===== config.mk =====
export PLATFORM = sky130hd
export DESIGN_NAME = swipe_gesture_recognizer_core
export DESIGN_NICKNAME = d
export VERILOG_FILES = /design/src/rtl/core/sgr_pkg.sv /design/src/rtl/core/sgr_regs.sv /design/src/rtl/core/sgr_ctrl.sv /design/src/rtl/core/sgr_dp.sv /design/src/rtl/core/swipe_gesture_recognizer_core.sv
export SDC_FILE = /design/constraint.sdc
export NUM_CORES = 2
export LEC_CHECK = 0
export BUFFER_PORTS_ARGS = -buffer_cell sky130_fd_sc_hd__buf_2
export CORE_ASPECT_RATIO = 1.4
export CORE_UTILIZATION = 30
export CTS_BUF_LIST = sky130_fd_sc_hd__clkbuf_4
export DETAILED_ROUTE_END_ITERATION = 10
export GPL_ROUTABILITY_DRIVEN = 0
export SYNTH_ARGS = -nofsm -noshare
export SYNTH_HDL_FRONTEND = slang
export SYNTH_SLANG_ARGS = --single-unit

===== constraint.sdc =====
create_clock -name clk -period 6.6 [get_ports clk]
set_input_delay 0.33 -clock clk [delete_from_list [all_inputs] [get_ports clk]]
set_output_delay 0.33 -clock clk [all_outputs]
set_load 0.02 [all_outputs]

===== src/rtl/core/sgr_pkg.sv =====
// Package for the swipe gesture recogniser: widths, codes, types and shared helpers.
`default_nettype none

package sgr_pkg;

    localparam int MAX_TOUCHES = 10;
    localparam int COORD_WIDTH = 12;
    localparam int CNT_W       = $clog2(MAX_TOUCHES + 1);
    localparam int FUNC_W      = 3;
    localparam int TAG_W       = 8;
    localparam int MASK_W      = 4;
    localparam int THR_W       = 12;
    localparam int COS_W       = 16;
    localparam int PH_W        = 3;
    localparam int ADDR_W      = 4;
    localparam int DATA_W      = 32;
    localparam int CC_W        = 2 * COS_W;
    localparam int TT_W        = 2 * THR_W;
    localparam int COS_FRAC_SQ = 30;

    localparam int DIR_RIGHT = 0;
    localparam int DIR_LEFT  = 1;
    localparam int DIR_UP    = 2;
    localparam int DIR_DOWN  = 3;

    localparam logic [CNT_W-1:0]  TOUCHES_RESET   = CNT_W'(1);
    localparam logic [MASK_W-1:0] DIR_MASK_RESET  = MASK_W'(2);
    localparam logic [THR_W-1:0]  THRESHOLD_RESET = THR_W'(12);
    localparam logic [COS_W-1:0]  COS_RESET       = COS_W'(31651);

    typedef enum logic [FUNC_W-1:0] {
        FUNC_BEGAN     = 3'd0,
        FUNC_MOVED     = 3'd1,
        FUNC_ENDED     = 3'd2,
        FUNC_CANCELLED = 3'd3,
        FUNC_RESET     = 3'd4
    } func_t;

    typedef enum logic [PH_W-1:0] {
        PH_POSSIBLE  = 3'd0,
        PH_BEGAN     = 3'd1,
        PH_CHANGED   = 3'd2,
        PH_ENDED     = 3'd3,
        PH_FAILED    = 3'd4,
        PH_CANCELLED = 3'd5
    } phase_t;

    typedef enum logic [1:0] {
        REG_TOUCHES   = 2'd0,
        REG_DIR_MASK  = 2'd1,
        REG_THRESHOLD = 2'd2,
        REG_COS       = 2'd3
    } reg_idx_t;

    typedef enum logic [2:0] {
        ST_IDLE   = 3'd0,
        ST_DIFF   = 3'd1,
        ST_SQUARE = 3'd2,
        ST_LENGTH = 3'd3,
        ST_SCALE  = 3'd4,
        ST_COMMIT = 3'd5
    } state_t;

    typedef struct packed {
        logic [CNT_W-1:0]  touches_required;
        logic [MASK_W-1:0] direction_mask;
        logic [THR_W-1:0]  move_threshold;
        logic [COS_W-1:0]  cos_half_angle;
    } cfg_t;

    typedef struct packed {
        logic capture;
        logic diff;
        logic square;
        logic length;
        logic scale;
        logic commit;
    } cmd_t;

    typedef struct packed {
        logic out_full;
    } status_t;

    function automatic phase_t abort_phase(input phase_t ph, input phase_t running_to);
        phase_t res;
        res = ph;
        if (ph == PH_POSSIBLE)
        begin
            res = PH_FAILED;
        end
        else if (ph == PH_BEGAN || ph == PH_CHANGED)
        begin
            res = running_to;
        end
        return res;
    endfunction

endpackage

`default_nettype wire


===== src/rtl/core/sgr_regs.sv =====
// Configuration register file of the swipe gesture recogniser with its APB-style port.
`default_nettype none

module sgr_regs (
    input  wire logic                          clk,
    input  wire logic                          rst_n,
    input  wire logic                          psel,
    input  wire logic                          penable,
    input  wire logic                          pwrite,
    input  wire logic [sgr_pkg::ADDR_W-1:0]    paddr,
    input  wire logic [sgr_pkg::DATA_W-1:0]    pwdata,
    output logic      [sgr_pkg::DATA_W-1:0]    prdata,
    output logic                               pready,
    output sgr_pkg::cfg_t                      cfg
);

    sgr_pkg::cfg_t     cfg_reg;
    sgr_pkg::cfg_t     cfg_next;
    sgr_pkg::reg_idx_t idx;
    logic              wr_en;

    assign idx    = sgr_pkg::reg_idx_t'(paddr[sgr_pkg::ADDR_W-1:2]);
    assign wr_en  = psel && penable && pwrite;
    assign pready = 1'b1;
    assign cfg    = cfg_reg;

    always_comb
    begin
        cfg_next = cfg_reg;
        if (wr_en)
        begin
            case (idx)
                sgr_pkg::REG_TOUCHES:
                    cfg_next.touches_required = pwdata[sgr_pkg::CNT_W-1:0];
                sgr_pkg::REG_DIR_MASK:
                    cfg_next.direction_mask = pwdata[sgr_pkg::MASK_W-1:0];
                sgr_pkg::REG_THRESHOLD:
                    cfg_next.move_threshold = pwdata[sgr_pkg::THR_W-1:0];
                sgr_pkg::REG_COS:
                    cfg_next.cos_half_angle = pwdata[sgr_pkg::COS_W-1:0];
                default:
                    cfg_next = cfg_reg;
            endcase
        end
    end

    always_comb
    begin
        case (idx)
            sgr_pkg::REG_TOUCHES:
                prdata = sgr_pkg::DATA_W'(cfg_reg.touches_required);
            sgr_pkg::REG_DIR_MASK:
                prdata = sgr_pkg::DATA_W'(cfg_reg.direction_mask);
            sgr_pkg::REG_THRESHOLD:
                prdata = sgr_pkg::DATA_W'(cfg_reg.move_threshold);
            sgr_pkg::REG_COS:
                prdata = sgr_pkg::DATA_W'(cfg_reg.cos_half_angle);
            default:
                prdata = '0;
        endcase
    end

    always_ff @(posedge clk or negedge rst_n)
    begin
        if (!rst_n)
        begin
            cfg_reg.touches_required <= sgr_pkg::TOUCHES_RESET;
            cfg_reg.direction_mask   <= sgr_pkg::DIR_MASK_RESET;
            cfg_reg.move_threshold   <= sgr_pkg::THRESHOLD_RESET;
            cfg_reg.cos_half_angle   <= sgr_pkg::COS_RESET;
        end
        else
        begin
            cfg_reg <= cfg_next;
        end
    end

endmodule

`default_nettype wire


===== src/rtl/core/sgr_ctrl.sv =====
// Controller state machine that sequences one event through the datapath.
`default_nettype none

module sgr_ctrl (
    input  wire logic             clk,
    input  wire logic             rst_n,
    input  wire logic             in_valid,
    output logic                  in_ready,
    input  wire sgr_pkg::status_t status,
    output sgr_pkg::cmd_t         cmd
);

    sgr_pkg::state_t state_reg;
    sgr_pkg::state_t state_next;

    always_ff @(posedge clk or negedge rst_n)
    begin
        if (!rst_n)
        begin
            state_reg <= sgr_pkg::ST_IDLE;
        end
        else
        begin
            state_reg <= state_next;
        end
    end

    always_comb
    begin
        state_next = state_reg;
        cmd        = '0;
        in_ready   = 1'b0;
        case (state_reg)
            sgr_pkg::ST_IDLE:
            begin
                in_ready    = 1'b1;
                cmd.capture = in_valid;
                if (in_valid)
                begin
                    state_next = sgr_pkg::ST_DIFF;
                end
            end
            sgr_pkg::ST_DIFF:
            begin
                cmd.diff   = 1'b1;
                state_next = sgr_pkg::ST_SQUARE;
            end
            sgr_pkg::ST_SQUARE:
            begin
                cmd.square = 1'b1;
                state_next = sgr_pkg::ST_LENGTH;
            end
            sgr_pkg::ST_LENGTH:
            begin
                cmd.length = 1'b1;
                state_next = sgr_pkg::ST_SCALE;
            end
            sgr_pkg::ST_SCALE:
            begin
                cmd.scale  = 1'b1;
                state_next = sgr_pkg::ST_COMMIT;
            end
            sgr_pkg::ST_COMMIT:
            begin
                if (!status.out_full)
                begin
                    cmd.commit = 1'b1;
                    state_next = sgr_pkg::ST_IDLE;
                end
            end
            default:
            begin
                state_next = sgr_pkg::ST_IDLE;
            end
        endcase
    end

    a_commit_needs_room: assert property (@(posedge clk) disable iff (!rst_n)
        cmd.commit |-> !status.out_full)
        else $error("Result committed while the output register was still full.");

    a_wait_holds: assert property (@(posedge clk) disable iff (!rst_n)
        (state_reg == sgr_pkg::ST_COMMIT && status.out_full) |=>
        state_reg == sgr_pkg::ST_COMMIT)
        else $error("Controller left the commit state while the output was blocked.");

endmodule

`default_nettype wire


===== src/rtl/core/sgr_dp.sv =====
// Datapath: captured event, squared-distance arithmetic, gesture state and output register.
`default_nettype none

module sgr_dp #(
    parameter int COORD_W = sgr_pkg::COORD_WIDTH
) (
    input  wire logic                        clk,
    input  wire logic                        rst_n,
    input  wire sgr_pkg::cmd_t               cmd,
    output sgr_pkg::status_t                 status,
    input  wire sgr_pkg::cfg_t               cfg,
    input  wire logic [sgr_pkg::FUNC_W-1:0]  func,
    input  wire logic [sgr_pkg::CNT_W-1:0]   touches_in_event,
    input  wire logic [sgr_pkg::CNT_W-1:0]   touches_held,
    input  wire logic [sgr_pkg::TAG_W-1:0]   touch_tag,
    input  wire logic [COORD_W-1:0]          touch_x,
    input  wire logic [COORD_W-1:0]          touch_y,
    input  wire logic                        out_ready,
    output logic                             out_valid,
    output logic      [sgr_pkg::PH_W-1:0]    gesture_state
);

    localparam int DW   = COORD_W + 1;
    localparam int SQW  = 2 * COORD_W;
    localparam int LW   = SQW + 1;
    localparam int CMPW = (LW > sgr_pkg::TT_W) ? LW : sgr_pkg::TT_W;
    localparam int RW   = sgr_pkg::CC_W + LW;
    localparam int CW1  = sgr_pkg::CNT_W + 1;

    sgr_pkg::func_t                func_reg;
    logic [sgr_pkg::CNT_W-1:0]     nev_reg;
    logic [sgr_pkg::CNT_W-1:0]     nheld_reg;
    logic [sgr_pkg::TAG_W-1:0]     tag_in_reg;
    logic [COORD_W-1:0]            x_reg;
    logic [COORD_W-1:0]            y_reg;
    logic signed [DW-1:0]          dx_reg;
    logic signed [DW-1:0]          dy_reg;
    logic [sgr_pkg::CC_W-1:0]      cc_reg;
    logic [sgr_pkg::TT_W-1:0]      tt_reg;
    logic [SQW-1:0]                dx2_reg;
    logic [SQW-1:0]                dy2_reg;
    logic [LW-1:0]                 len2_reg;
    logic                          below_reg;
    logic [RW-1:0]                 rhs_reg;

    logic signed [2*DW-1:0]        dx_prod;
    logic signed [2*DW-1:0]        dy_prod;
    logic [LW-1:0]                 len_sum;
    logic [RW-1:0]                 rhs_prod;

    sgr_pkg::phase_t               phase_reg;
    sgr_pkg::phase_t               phase_next;
    logic                          tv_reg;
    logic                          tv_next;
    logic [sgr_pkg::TAG_W-1:0]     tag_reg;
    logic [sgr_pkg::TAG_W-1:0]     tag_next;
    logic [COORD_W-1:0]            ax_reg;
    logic [COORD_W-1:0]            ax_next;
    logic [COORD_W-1:0]            ay_reg;
    logic [COORD_W-1:0]            ay_next;
    logic                          out_valid_reg;
    logic                          out_valid_next;
    logic [sgr_pkg::PH_W-1:0]      out_state_reg;

    logic                          count_ok;
    logic                          end_low;
    logic                          move_ok;
    logic                          fit_x;
    logic                          fit_y;
    logic                          hit_up;
    logic                          hit_down;
    logic                          hit_left;
    logic                          hit_right;
    sgr_pkg::phase_t               judged;

    assign dx_prod  = dx_reg * dx_reg;
    assign dy_prod  = dy_reg * dy_reg;
    assign len_sum  = LW'(dx2_reg) + LW'(dy2_reg);
    assign rhs_prod = RW'(cc_reg) * RW'(len2_reg);

    always_ff @(posedge clk)
    begin
        if (cmd.capture)
        begin
            func_reg   <= sgr_pkg::func_t'(func);
            nev_reg    <= touches_in_event;
            nheld_reg  <= touches_held;
            tag_in_reg <= touch_tag;
            x_reg      <= touch_x;
            y_reg      <= touch_y;
        end
        if (cmd.diff)
        begin
            dx_reg <= $signed({1'b0, x_reg}) - $signed({1'b0, ax_reg});
            dy_reg <= $signed({1'b0, y_reg}) - $signed({1'b0, ay_reg});
            cc_reg <= sgr_pkg::CC_W'(cfg.cos_half_angle) * sgr_pkg::CC_W'(cfg.cos_half_angle);
            tt_reg <= sgr_pkg::TT_W'(cfg.move_threshold) * sgr_pkg::TT_W'(cfg.move_threshold);
        end
        if (cmd.square)
        begin
            dx2_reg <= dx_prod[SQW-1:0];
            dy2_reg <= dy_prod[SQW-1:0];
        end
        if (cmd.length)
        begin
            len2_reg  <= len_sum;
            below_reg <= CMPW'(len_sum) < CMPW'(tt_reg);
        end
        if (cmd.scale)
        begin
            rhs_reg <= rhs_prod;
        end
    end

    // A direction matches when its component has its sign (right, down: >= 0; up, left: <= 0)
    // and its square, scaled by 2^30, reaches cos^2 times the squared travel.
    assign fit_x     = RW'({dx2_reg, sgr_pkg::COS_FRAC_SQ'(0)}) >= rhs_reg;
    assign fit_y     = RW'({dy2_reg, sgr_pkg::COS_FRAC_SQ'(0)}) >= rhs_reg;
    assign hit_up    = cfg.direction_mask[sgr_pkg::DIR_UP]
                       && (dy_reg[DW-1] || dy_reg == '0) && fit_y;
    assign hit_down  = cfg.direction_mask[sgr_pkg::DIR_DOWN] && !dy_reg[DW-1] && fit_y;
    assign hit_left  = cfg.direction_mask[sgr_pkg::DIR_LEFT]
                       && (dx_reg[DW-1] || dx_reg == '0) && fit_x;
    assign hit_right = cfg.direction_mask[sgr_pkg::DIR_RIGHT] && !dx_reg[DW-1] && fit_x;

    always_comb
    begin
        if (len2_reg != '0 && (hit_up || hit_down || hit_left || hit_right))
        begin
            judged = sgr_pkg::PH_BEGAN;
        end
        else
        begin
            judged = sgr_pkg::PH_FAILED;
        end
    end

    assign count_ok = (CW1'(nheld_reg) + CW1'(nev_reg)) == CW1'(cfg.touches_required);
    assign end_low  = CW1'(nheld_reg) < (CW1'(nev_reg) + CW1'(cfg.touches_required));
    assign move_ok  = (nev_reg == cfg.touches_required) && tv_reg && (tag_in_reg == tag_reg);

    always_comb
    begin
        phase_next = phase_reg;
        tv_next    = tv_reg;
        tag_next   = tag_reg;
        ax_next    = ax_reg;
        ay_next    = ay_reg;
        case (func_reg)
            sgr_pkg::FUNC_BEGAN:
            begin
                if (count_ok)
                begin
                    if (!tv_reg)
                    begin
                        phase_next = sgr_pkg::PH_POSSIBLE;
                        tv_next    = 1'b1;
                        tag_next   = tag_in_reg;
                        ax_next    = x_reg;
                        ay_next    = y_reg;
                    end
                end
                else
                begin
                    phase_next = sgr_pkg::abort_phase(phase_reg, sgr_pkg::PH_CANCELLED);
                    tv_next    = 1'b0;
                end
            end
            sgr_pkg::FUNC_MOVED:
            begin
                if (!move_ok)
                begin
                    phase_next = sgr_pkg::abort_phase(phase_reg, sgr_pkg::PH_CANCELLED);
                end
                else if (phase_reg == sgr_pkg::PH_POSSIBLE)
                begin
                    if (!below_reg)
                    begin
                        phase_next = judged;
                        ax_next    = x_reg;
                        ay_next    = y_reg;
                    end
                end
                else
                begin
                    if (phase_reg == sgr_pkg::PH_BEGAN || phase_reg == sgr_pkg::PH_CHANGED)
                    begin
                        phase_next = sgr_pkg::PH_CHANGED;
                    end
                    ax_next = x_reg;
                    ay_next = y_reg;
                end
            end
            sgr_pkg::FUNC_ENDED:
            begin
                if (end_low)
                begin
                    phase_next = sgr_pkg::abort_phase(phase_reg, sgr_pkg::PH_ENDED);
                    tv_next    = 1'b0;
                end
            end
            sgr_pkg::FUNC_CANCELLED:
            begin
                phase_next = sgr_pkg::abort_phase(phase_reg, sgr_pkg::PH_CANCELLED);
                tv_next    = 1'b0;
            end
            sgr_pkg::FUNC_RESET:
            begin
                phase_next = sgr_pkg::PH_POSSIBLE;
                tv_next    = 1'b0;
            end
            default:
            begin
                phase_next = phase_reg;
            end
        endcase
    end

    always_comb
    begin
        if (cmd.commit)
        begin
            out_valid_next = 1'b1;
        end
        else if (out_ready)
        begin
            out_valid_next = 1'b0;
        end
        else
        begin
            out_valid_next = out_valid_reg;
        end
    end

    always_ff @(posedge clk or negedge rst_n)
    begin
        if (!rst_n)
        begin
            phase_reg     <= sgr_pkg::PH_POSSIBLE;
            tv_reg        <= 1'b0;
            out_valid_reg <= 1'b0;
        end
        else
        begin
            out_valid_reg <= out_valid_next;
            if (cmd.commit)
            begin
                phase_reg <= phase_next;
                tv_reg    <= tv_next;
            end
        end
    end

    always_ff @(posedge clk)
    begin
        if (cmd.commit)
        begin
            tag_reg       <= tag_next;
            ax_reg        <= ax_next;
            ay_reg        <= ay_next;
            out_state_reg <= phase_next;
        end
    end

    assign status.out_full = out_valid_reg && !out_ready;
    assign out_valid       = out_valid_reg;
    assign gesture_state   = out_state_reg;

    a_result_follows_commit: assert property (@(posedge clk) disable iff (!rst_n)
        $rose(out_valid_reg) |-> $past(cmd.commit))
        else $error("A result appeared without a commit.");

    a_phase_only_on_commit: assert property (@(posedge clk) disable iff (!rst_n)
        !cmd.commit |=> $stable(phase_reg) && $stable(tv_reg))
        else $error("Gesture state changed outside a commit.");

endmodule

`default_nettype wire


===== src/rtl/core/swipe_gesture_recognizer_core.sv =====
// Top level of the swipe gesture recogniser: register file, controller and datapath.
//
//  Channel   Direction  Handshake           Payload
//  event     in         in_valid/in_ready   func, touches_in_event, touches_held,
//                                           touch_tag, touch_x, touch_y
//  result    out        out_valid/out_ready gesture_state
//  config    in         APB psel/penable    paddr, pwdata, prdata
//
// After an event's transfer the difference, square, length, scale and commit steps
// run in turn; the result is registered at the commit step. A new event is taken
// the cycle after its predecessor commits, so the block takes no new event before
// it is through with the last one. A stalled result holds the commit step until
// the output register is free. Reset clears the gesture phase, tracking flag and
// output valid, returns the controller to idle and loads the configuration defaults.
`default_nettype none

module swipe_gesture_recognizer_core #(
    parameter int COORD_WIDTH = sgr_pkg::COORD_WIDTH
) (
    input  wire logic                          clk,
    input  wire logic                          rst_n,
    input  wire logic                          psel,
    input  wire logic                          penable,
    input  wire logic                          pwrite,
    input  wire logic [sgr_pkg::ADDR_W-1:0]    paddr,
    input  wire logic [sgr_pkg::DATA_W-1:0]    pwdata,
    output logic      [sgr_pkg::DATA_W-1:0]    prdata,
    output logic                               pready,
    input  wire logic                          in_valid,
    output logic                               in_ready,
    input  wire logic [sgr_pkg::FUNC_W-1:0]    func,
    input  wire logic [sgr_pkg::CNT_W-1:0]     touches_in_event,
    input  wire logic [sgr_pkg::CNT_W-1:0]     touches_held,
    input  wire logic [sgr_pkg::TAG_W-1:0]     touch_tag,
    input  wire logic [COORD_WIDTH-1:0]        touch_x,
    input  wire logic [COORD_WIDTH-1:0]        touch_y,
    output logic                               out_valid,
    input  wire logic                          out_ready,
    output logic      [sgr_pkg::PH_W-1:0]      gesture_state
);

    sgr_pkg::cfg_t    cfg;
    sgr_pkg::cmd_t    cmd;
    sgr_pkg::status_t status;

    sgr_regs u_regs (
        .clk     (clk),
        .rst_n   (rst_n),
        .psel    (psel),
        .penable (penable),
        .pwrite  (pwrite),
        .paddr   (paddr),
        .pwdata  (pwdata),
        .prdata  (prdata),
        .pready  (pready),
        .cfg     (cfg)
    );

    sgr_ctrl u_ctrl (
        .clk      (clk),
        .rst_n    (rst_n),
        .in_valid (in_valid),
        .in_ready (in_ready),
        .status   (status),
        .cmd      (cmd)
    );

    sgr_dp #(
        .COORD_W (COORD_WIDTH)
    ) u_dp (
        .clk              (clk),
        .rst_n            (rst_n),
        .cmd              (cmd),
        .status           (status),
        .cfg              (cfg),
        .func             (func),
        .touches_in_event (touches_in_event),
        .touches_held     (touches_held),
        .touch_tag        (touch_tag),
        .touch_x          (touch_x),
        .touch_y          (touch_y),
        .out_ready        (out_ready),
        .out_valid        (out_valid),
        .gesture_state    (gesture_state)
    );

endmodule

`default_nettype wire

# == Word-level counts from Yosys, hierarchy flattened ==
# Index checks and enable logic that the tools add are counted.
# classes
add_sub_neg,5
n_mul,5
magnitude_cmp,4
eq_ne,24
mux,42
n_bitwise,1
n_reduce_logical,42
# ops
cell,count
one-hot mux 32 bit (4 select lines),1
two-way mux 12 bit,10
>= comparator 54 x 57 -> 1 bit,2
multiplier 32 x 25 -> 57 bit,1
multiplier 13 x 13 -> 24 bit,2
one-hot mux 12 bit (2 select lines),2
two-way mux 3 bit,14
multiplier 16 x 16 -> 32 bit,1
logical NOT 13 bit,2
subtractor 12 x 12 -> 13 bit,2
adder 24 x 24 -> 25 bit,1
less-than comparator 25 x 24 -> 1 bit,1
nonzero test 25 bit,1
multiplier 12 x 12 -> 24 bit,1
one-hot mux 3 bit (6 select lines),1
equality test 3 x 2 -> 1 bit (second input constant),5
one-hot mux 3 bit (5 select lines),1
logical AND 1 bit,14
two-way mux 1 bit,12
adder 4 x 4 -> 5 bit,2
AND reduction 2 bit,5
equality test 3 x 1 -> 1 bit (second input constant),3
equality test 3 bit (second input constant),3
logical NOT 3 bit,3
20 further kinds,33
# word_totals
ff_bits,335
input_bits,86
output_inout_bits,38
word_cells,150

# == Logic depth before layout (Yosys ltp) ==
# depth
ltp_word,13
mapped_depth,27

# == Cells and area by module ==
# Synthesis repeated with hierarchy kept, for this count alone.
# hier_totals
hier_cells,6245
area_unflattened_um2,61955.7
# by_module_without_submodules
mod,instances,cells_per_inst,area_each_um2
sgr_dp,1,6097,59887.4
sgr_regs,1,127,1843.0
sgr_ctrl,1,21,225.2

# == Worst setup path after synthesis ==
# No wires, ideal clock.
# synth_path
path_type,register to register
startpoint,register u_dp.cc_reg[13] (netlist bit)
endpoint,"register u_dp.rhs_reg[50], data pin"
setup_time_ns,0.262
arrival_time_ns,6.605
required_time_ns,6.338
slack_ns,-0.267
stages_incl_launch_ff,27
path_buffers,1
cell_sequence,edfxtp_1 > clkbuf_1 > nand2_1 > fa_1 > inv_1 > fa_1 > inv_1 > fa_1 > inv_1 > fa_1 > inv_1 > fa_1 > inv_1 > fa_1 > inv_1 > fa_1 > inv_1 > ha_1 > and3_1 > and3_1 > a21boi_1 > o311ai_1 > nand4bb_1 > a41o_1 > a211oi_1 > o21bai_1 > xor2_1
# synth_between
elab_chain_cells,1
# synth_lines
element,line,rtl
"start, declared",sgr_dp.sv:38,logic [sgr_pkg::CC_W-1:0] cc_reg;
"start signal, assigned",sgr_dp.sv:96,cc_reg <= sgr_pkg::CC_W'(cfg.cos_half_angle) * sgr_pkg::CC_W'(cfg.cos_half_angle);
multiplier 32 x 25 -> 57 bit,sgr_dp.sv:79,assign rhs_prod = RW'(cc_reg) * RW'(len2_reg);
via u_dp.rhs_prod[50],sgr_dp.sv:49,logic [RW-1:0] rhs_prod;
"end signal, assigned",sgr_dp.sv:111,rhs_reg <= rhs_prod;
"end, declared",sgr_dp.sv:44,logic [RW-1:0] rhs_reg;
# The timed path passes the listed nets, and every way through them passes these cells.
# A chain may end at the register's enable or synchronous reset.

# == Worst setup path after layout ==
# layout_path
startpoint,register u_dp.cc_reg[12] (netlist bit)
endpoint,"register u_dp.rhs_reg[53], data pin"
# Same word-level chain as after synthesis.

==> run metrics <==
status finished, violations left; failing checks negative setup slack; Die Wd 386.2 um; IO Pins 124; Critical path origin u_dp.cc_reg[12]; synth warn 0; CTS H-tree lvls 3; critical-path maximum fanout 5; final setup violation count 29; Overflow after GRT 0; largest net degree at the start of global routing 58; clock buffer count from CTS 94; synthesized area 61980 um2; post-route ant nets 0; Hold WC Path Type in2reg; Reg clk slew, reported paths 0.08 ns; Wirelength per Cell 16.74 um; crit start category flip-flop; RR Startpoint u_dp.cc_reg[12]; Syn Area/Cell 9.881 um2; crit end category flip-flop; Non-Filler Instances 9664; Final Cycle Share 107.4%; Initial Util 30.15%; Req. time, crit path 7.35 ns; #FFs+latches synth 331; DR iter-0 viols 1964; Pre-antenna DRT Iters 7; first-pass GRT wire length 262.9 mm; register area share after synthesis 15.71%; GRT Total Usage 16.08%; RSZ-0062 raised after global routing true; Post-synth EDFFs 287; root buffer cell clkbuf_4; Max Cap Viol 0; vias post-DR 44660; placed cell area 69140 um2; fin worst setup slack -0.4907 ns; distinct cell type count after synthesis 92; Hold Crit Depth 3; Core Area 205600 um2; placed insts 9313; Residual DRC 0; kind of critical path reg2reg; Die Ht 539.8 um; full die area 208500 um2; Vias per Instance 4.621; CTS tree done; Clock Path Buffers 3; clk_lat worst skew 1.06 ns; row cnt 197; measured slew at the worst slew-check pin 1.383 ns; post-route design area 72810 um2; hold_sp paddr[3]; Max Clk Rate 141.0 MHz; initial antenna violation count 7; ys async rst share 13.29%; Syn Inst Count 6273; max_slew headroom 7.118%; fin crit period 7.091 ns; vias in the first global route 50590; Worst Skew 0.1299 ns; nets@finish 8774; worst reg2reg path depth 27; max FFs per register 57; share of cells above drive strength 1 14.82%; DP Wirelength 137.3 mm; CTS sink count 331; IO buf count 88; fin. max-slew vios 0; Layout area overhead 17.47%; top_reg_cell synth edfxtp_1; Place WS -0.6817 ns; CP arrival 7.84 ns; Routed Wire Length 161.8 mm; Fin. Hold Viols 0
-- critical path, stage by stage, from the launching register on --
cell,delay [ns]
edfxtp_1,0.49
nand2_1,0.12
fa_1,0.51
inv_2,0.04
fa_1,0.56
inv_2,0.05
fa_1,0.54
inv_1,0.05
fa_1,0.47
inv_1,0.05
fa_1,0.50
inv_2,0.04
fa_1,0.52
inv_1,0.06
fa_1,0.49
inv_2,0.05
ha_4,0.26
and3_4,0.17
and3_4,0.18
nand2_2,0.06
nor3_4,0.24
nor4b_4,0.08
buf_4,0.17
o32ai_4,0.36
a221oi_4,0.14
o31ai_4,0.27
mux2i_1,0.11
nand3b_1,0.17
-- cell usage in the layout, fill, tap and decap left out, types with 23 or more instances in the layout --
master,count
nor2_1,166
nand4_1,23
xnor2_1,150
a21oi_1,124
nor4_1,27
nor3_1,35
o21ai_0,91
a21oi_2,23
nand3_1,36
clkbuf_4,132
buf_4,448
nor2b_1,64
fa_1,1165
and3_1,24
ha_1,583
clkinv_1,24
and2_1,592
conb_1,28
and2_4,26
inv_1,1446
dlygate4sd3_1,112
edfxtp_1,287
buf_6,36
a21o_1,85
nand2_1,571
nand2b_1,32
xor2_1,54
buf_12,41
buf_2,88
dfrtp_1,27
mux2_2,28
fa_2,25
-- area by class of cell --
type	instances	area (um2)
Fill cell	20810	132800
Tap cell	2686	3361
Multi-Input combinational cell	4265	46690
Clock inverter	42	205.2
Inverter	1468	5510
Antenna cell	7	17.52
Timing Repair Buffer	734	6299
Clock buffer	131	983.4
Sequential cell	331	9741
-- through the flow --
step	hold WS (ns)	setup TNS [ns]	util, %
after floorplan	0.03441	-0.06158	-
after global placement	0.4369	-9.256	33.63
after detailed placement	0.4390	-10.26	33.63
after CTS	0.003765	-8.046	34.98
after global routing	0.07207	-15.13	35.41
final	0.1002	-7.744	35.42
-- final timing paths --
path                                    end  slack [ns]
min                          u_regs.cfg[29]        0.10
min reg2reg                  u_dp.ay_reg[6]        0.44
max reg2reg                u_dp.rhs_reg[53]       -0.49
min in group asynchronous    u_regs.cfg[26]        0.57
max                        u_dp.rhs_reg[53]       -0.49
max in group asynchronous     u_regs.cfg[3]        5.52
-- cells by family (layout without fill, tap and decap cells) --
kind of cell | Yosys count | after routing | synth area share [%]
fa+ha+maj | 1794 | 1794 | 50.63
simple gates | 1676 | 1676 | 13.82
other cells | 2 | 35 | 0.01212
flops | 331 | 331 | 15.71
mux | 42 | 42 | 0.8156
buf+inv | 1703 | 2375 | 10.43
xor+xnor | 206 | 206 | 2.933
compound gates | 519 | 519 | 5.648
-- what timing repair did --
action | in CTS | in global routing
gates resized for setup | 64 | 156
buffers inserted | 25 | 34
endpoints found under the setup margin | 37 | 47
endpoints found under the hold margin | 127 | 0
hold buffers | 112 | 0
cloned | 0 | 2
pin swaps | 53 | 77
-- per-layer routing --
layer / up-vias / part of all wire (%) / global-route usage [%]
li1: 20400 / - / -
met1: 22860 / 36 / 16.99
met2: 989 / 54 / 30.27
met3: 399 / 3.4 / 1.791
met4: 4 / 6.6 / 9.413
met5: - / 0.017 / 0
-- synth_stat cells (17+ instances only) --
| master | instances | share of area, % |
|---|---|---|
| a211oi_1 | 20 | 0.24 |
| a21o_1 | 85 | 1.0 |
| a21oi_1 | 144 | 1.2 |
| and2_1 | 619 | 6.2 |
| and3_1 | 31 | 0.31 |
| buf_4 | 17 | 0.21 |
| clkbuf_1 | 213 | 1.3 |
| dfrtp_1 | 30 | 1.2 |
| edfxtp_1 | 287 | 14 |
| fa_1 | 1190 | 38 |
| ha_1 | 604 | 12 |
| inv_1 | 1468 | 8.9 |
| mux2_2 | 28 | 0.51 |
| nand2_1 | 580 | 3.5 |
| nand2b_1 | 33 | 0.33 |
| nand3_1 | 38 | 0.31 |
| nand4_1 | 23 | 0.23 |
| nor2_1 | 177 | 1.1 |
| nor2b_1 | 67 | 0.68 |
| nor3_1 | 37 | 0.30 |
| nor4_1 | 27 | 0.27 |
| o21a_1 | 21 | 0.25 |
| o21ai_0 | 100 | 0.81 |
| o21bai_1 | 22 | 0.27 |
| xnor2_1 | 150 | 2.1 |
| xor2_1 | 55 | 0.78 |
Power is not shown: default switching activity piles up to over one toggle a cycle in this logic, so the estimate is an artifact.
